[src/hw/rtl/dtf_pkg.sv]
// ----------------------------------------------------------------------------
// dtf_pkg
// shared constants and control types for the drop-tail queue with credit drain
// ----------------------------------------------------------------------------
package dtf_pkg;

  // queue storage
  localparam int QUEUE_DEPTH = 128;
  localparam int PTR_W       = $clog2(QUEUE_DEPTH);

  // field widths
  localparam int CNT_W       = 8;
  localparam int BYTES_W     = 16;
  localparam int TICK_W      = 32;
  localparam int TOTAL_W     = 32;
  localparam int DLY_SUM_W   = 40;
  localparam int DLY_TOT_W   = 48;
  localparam int ENTRY_W     = BYTES_W + TICK_W;

  // credit format
  localparam int FRAC_BITS   = 16;
  localparam int CREDIT_W    = 34;
  localparam int RATE_W      = 24;
  localparam int LIMIT_W     = 8;
  localparam logic [CREDIT_W-1:0] CREDIT_MAX = {CREDIT_W{1'b1}};
  localparam logic [CNT_W-1:0]    DEPTH_CNT  = CNT_W'(QUEUE_DEPTH);

  // configuration port
  localparam int CFG_IDX_W   = 1;
  localparam int CFG_DATA_W  = 24;
  localparam logic [CFG_IDX_W-1:0] CFG_CREDIT_PER_TICK = 1'b0;
  localparam logic [CFG_IDX_W-1:0] CFG_QUEUE_LIMIT     = 1'b1;
  localparam logic [RATE_W-1:0]    RATE_RESET          = RATE_W'(94489);
  localparam logic [LIMIT_W-1:0]   LIMIT_RESET         = LIMIT_W'(100);

  // controller to datapath commands
  typedef struct packed {
    logic accept;   // take the arrival and update credit
    logic rd;       // read the head entry
    logic depart;   // deliver the head entry
    logic finish;   // result beat shown, advance the tick
  } dtf_cmd_t;

  // datapath to controller status
  typedef struct packed {
    logic nonempty;
    logic covers;
  } dtf_stat_t;

endpackage

[src/hw/rtl/dtf_ctrl.sv]
// ----------------------------------------------------------------------------
// dtf_ctrl
// tick sequencer: arrival, head read and credit check loop, result beat
// ----------------------------------------------------------------------------
module dtf_ctrl (
  input  logic              clk,
  input  logic              rst,
  input  logic              start,
  input  dtf_pkg::dtf_stat_t stat,
  output dtf_pkg::dtf_cmd_t  cmd,
  output logic              busy,
  output logic              done
);
  import dtf_pkg::*;

  localparam logic [1:0] S_IDLE  = 2'd0;
  localparam logic [1:0] S_READ  = 2'd1;
  localparam logic [1:0] S_CHECK = 2'd2;
  localparam logic [1:0] S_DONE  = 2'd3;

  logic [1:0] state;
  logic [1:0] state_next;

  // next state and commands
  always_comb begin
    state_next = state;
    cmd        = '0;
    unique case (state)
      S_IDLE: begin
        if (start) begin
          cmd.accept = 1'b1;
          state_next = S_READ;
        end
      end
      S_READ: begin
        if (stat.nonempty) begin
          cmd.rd     = 1'b1;
          state_next = S_CHECK;
        end else begin
          state_next = S_DONE;
        end
      end
      S_CHECK: begin
        if (stat.covers) begin
          cmd.depart = 1'b1;
          state_next = S_READ;
        end else begin
          state_next = S_DONE;
        end
      end
      S_DONE: begin
        cmd.finish = 1'b1;
        state_next = S_IDLE;
      end
      default: state_next = S_IDLE;
    endcase
  end

  // state register
  always_ff @(posedge clk) begin
    if (rst) begin
      state <= S_IDLE;
    end else begin
      state <= state_next;
    end
  end

  assign busy = (state != S_IDLE);
  assign done = (state == S_DONE);

endmodule

[config.mk]
export PLATFORM = sky130hd
export DESIGN_NAME = dtf_ctrl
export DESIGN_NICKNAME = d
export VERILOG_FILES = /design/src/hw/rtl/dtf_pkg.sv /design/src/hw/rtl/dtf_ctrl.sv
export SDC_FILE = /design/constraint.sdc
export NUM_CORES = 1
export LEC_CHECK = 0
export BUFFER_PORTS_ARGS = -buffer_cell sky130_fd_sc_hd__buf_2
export CAP_MARGIN = 30
export CORE_AREA = 2 2 39 41
export DETAILED_ROUTE_END_ITERATION = 7
export DIE_AREA = 0 0 41 43
export PLACE_DENSITY = 0.31
export SLEW_MARGIN = 20
export SYNTH_ARGS = -nofsm -noshare
export SYNTH_HDL_FRONTEND = slang
export SYNTH_SLANG_ARGS = --single-unit
export TNS_END_PERCENT = 10
[constraint.sdc]
create_clock -name clk -period 1.6 [get_ports clk]
set_clock_uncertainty 0.2 [all_clocks]
set_input_delay 0.32 -clock clk [delete_from_list [all_inputs] [get_ports clk]]
set_output_delay 0.32 -clock clk [all_outputs]
set_load 0.01 [all_outputs]
* Word level (Yosys, flattened, before mapping) *
Cells that the tools add are included.

storage, ports and cells
  flip-flop bits (word level) = 2
  latch bits = 0
  RAM bits = 0
  ROM bits = 0
  bits of input ports = 5
  output and inout port bits = 6
  word-level logic and storage cells = 18
  memories kept = 0

operators by class
  $add $sub $neg = 0
  $mul = 0
  div/mod/pow operators = 0
  order comparisons = 0
  equal/unequal tests = 4
  shift operators = 0
  multiplexer cells = 11
  bitwise logic cells = 0
  reduce and logical (&&, ||, !) cells = 2

operators by type and width
  kind                  number
  $mux W1               8
  $pmux W2 S4           1
  $eq A2 B2 Y1 const B  2
  $mux W2               2
  $eq A2 B1 Y1 const B  1
  $logic_not A2 Y1      1
  $ne A2 B2 Y1 const B  1
  $reduce_bool A2 Y1    1

* Depth between registers and ports, before layout *
  word-level depth = 2
  depth in mapped cells = 2
  gate-level depth less buffers = 2

* Worst setup path before layout *
Ideal clock, no wire load.

  kind = reg-to-output
  start = register state[1]
  end = output cmd[3] (netlist bit)
  arrival = 0.764 ns
  data required time = 1.080 ns
  slack = 0.316 ns
  stages on the path, launching flop included = 3
  buffers on the path = 0
  cell sequence = dfxtp_1 -> or2_1 -> nor2_1

RTL lines
  what                      line            RTL
  start: declaration        dtf_ctrl.sv:21  logic [1:0] state;
  start signal: assignment  dtf_ctrl.sv:64  state <= state_next;
  end: declaration          dtf_ctrl.sv:10  output dtf_pkg::dtf_cmd_t cmd,

==> results.json <==
{
  "outcome": "complete, no violations",
  "avgSynthCellArea_um2": 7.98,
  "clock_latency_ps": 220,
  "slowest_stage": "dfxtp_1",
  "die_y_um": 43,
  "fin_setup_tns_ps": 0,
  "synthAdderAreaFrac_pct": 0,
  "cts_made_buffers": 3,
  "wl_um": 334,
  "ys_warn_count": 0,
  "syn_inst": 16,
  "final_util_pct": 15.4,
  "num_vias": 132,
  "muxShareOfSynthArea_pct": 0,
  "grt_pass1_wl_um": 552,
  "drive_above_1_share_pct": 53.6,
  "fmax_mhz": 654,
  "wl_per_cell_um": 7.59,
  "portBuffers": 10,
  "finalNetCount": 35,
  "synth-simple-area-share_pct": 43.1,
  "critical_path.cell_chain": "or2_1 > nor2_1 > buf_2",
  "synth_compound_area_share_pct": 13.7,
  "power_uw": 217,
  "setup_viol": 0,
  "synth_seq_cells": 2,
  "cts_hold_buffers": 0,
  "synthFlopType": "dfxtp_1",
  "synth_top_cell_by_area": "dfxtp_1",
  "die_area_um2": 1760,
  "ys_seq_area_share_pct": 31.4,
  "p_clk_share_pct": 50.9,
  "dpl.hpwl_um": 265,
  "start_kind": "flop",
  "first_iter_violations": 0,
  "gp_congestion": 0.512,
  "fp-row-count": 14,
  "min_period_ps": 1530,
  "cap_violations": 0,
  "clk_pin_slew_ps": 30,
  "cts-resized-gates": 0,
  "syn_area_um2": 128,
  "area_growth_pct": 66.7,
  "hold_viol_final": 0,
  "synth_top_family_by_area": "simple AND/OR/NAND/NOR gates",
  "synth_enable_flop_cells": 0,
  "grt_max_degree": 7,
  "p_int_uw": 161,
  "power_leakage_uw": 0.000115,
  "track_usage_pct": 5.11,
  "cpPeakStageDelay_ps": 330,
  "place_area_um2": 190,
  "p_switching_uw": 56.2,
  "synthesis.nets": 21,
  "cts-root-buf": "clkbuf_4",
  "worst_pin_slew_ps": 216,
  "overflow": 0,
  "path_max_fanout": 6,
  "synth_most_common_cell": "nor2_1",
  "reg_top3": "state: 2 flops",
  "core_um2": 1380,
  "p_comb_share_pct": 20.8,
  "num_antenna_cells": 0,
  "r2r_start": "state[1]",
  "startpoint": "state[0]",
  "yosysUniqueCellTypes": 11,
  "async_flop_share_pct": 0,
  "end_kind": "output port",
  "rsz0062_at_grt": "false",
  "first_global_vias": 154,
  "regMostFlops": "state",
  "synth_top_area_share_pct": 31.4,
  "path_class": "reg -> out",
  "ios": 11,
  "max-vdd-ir-drop_uv": 232,
  "cts_sinks": 2,
  "yosys-top-cells-area": "dfxtp_1 31%, or2_1 9.8%, nor2_1 8.8%, and3b_2 7.8%, a21oi_2 6.9%",
  "switching_share_pct": 25.9,
  "vias_per_cell": 3.00,
  "crit_required_ps": 1080,
  "start_util_pct": 9.22,
  "slew_headroom_pct": 85.6,
  "largest_reg_flops": 2,
  "pwr-share-seq_pct": 28.3,
  "die_x_um": 41,
  "power.density_nw_per_um2": 1020,
  "postCtsSetupRepairBufs": 0,
  "antenna_found_initial": 0,
  "htree_levels": 1,
  "synth_xor_area_share_pct": 0,
  "detail-route-antenna-nets": 0,
  "fin_crit_sh_pct": 95.5,
  "final_area_um2": 213,
  "min_path_type": "in -> reg",
  "yosys-top-cells-count": "3 x nor2_1, 2 x dfxtp_1, 2 x inv_1, 2 x or2_1",
  "cp.arrival_ps": 1010,
  "drc": 0,
  "drt-pass1-iter-count": 1,
  "max-clock-path-buffers": 2,
  "drv_slew": 0,
  "min_from": "rst",
  "cts_tree": "yes"
}
==> per-layer routing <==
| metal | GRT usage (%) | vias up | wire length, um | part of all wire, % |
|---|---|---|---|---|
| met4 | 8.00 | 0 | 0 | 0 |
| met3 | 1.57 | 0 | 44 | 13 |
| met1 | 5.73 | 49 | 138 | 41 |
| li1 | - | 75 | - | - |
| met5 | 0 | - | 0 | 0 |
| met2 | 5.63 | 8 | 152 | 46 |
==> path summary, 6_finish.rpt <==
check	slack [ps]	depth (start not counted)	end
worst min register to register	370	2	state[1]
worst max register to register	450	2	state[1]
worst max-delay path	70	3	cmd[3]
worst min-delay path	80	2	state[1]
==> cell usage in the layout (no fill, tap or decap) <==
cell type	netlist	layout
o32ai_1	1	1
or2_1	2	2
dfxtp_1	2	2
or3b_1	1	1
inv_1	2	2
nor2_1	3	3
buf_2	0	10
a21oi_2	1	1
clkbuf_4	0	3
nand2b_1	1	1
and2_1	1	1
and3b_2	1	1
==> power groups by stage <==
| stage | Sequential (uW) | Clock [uW] | Combinational [uW] |
|---|---|---|---|
| 2_1_floorplan | 60.4 | 0 | 27.9 |
| 3_3_place_gp | 62.0 | 0 | 45.6 |
| 3_5_place_dp | 62.1 | 0 | 46.5 |
| 4_1_cts | 61.5 | 120 | 46.6 |
| 5_1_grt | 63.1 | 117 | 52.7 |
| 6_report | 61.5 | 111 | 45.2 |
==> layout make-up <==
class / count / area, um2
fill: 165 / 1170
multi-input combinational: 11 / 72.6
timing repair buffer: 10 / 50.0
sequential: 2 / 40.0
clock buffer: 3 / 22.5
tap: 16 / 20.0
inverter: 2 / 7.51
==> worst max-delay path, delay by kind of cell, from the launching register on <==
family | cells | cell delay (ps)
buffers and inverters | 1 | 130
DFF | 1 | 330
and+or+nand+nor | 2 | 320
==> cells by family after synthesis <==
family	after synthesis
simple gates	9
buf+inv	3
flops	2
compound gates	2
==> per-stage QoR <==
step	cells	setup WS [ps]	hold slack [ps]
floorplan	16	316	182
global placement	41	316	310
detailed placement	41	293	312
CTS	44	46.4	70.9
global route	44	10.3	99.3
finish	44	72.0	80.8
Note: power is estimated with default switching activity, not from simulation.
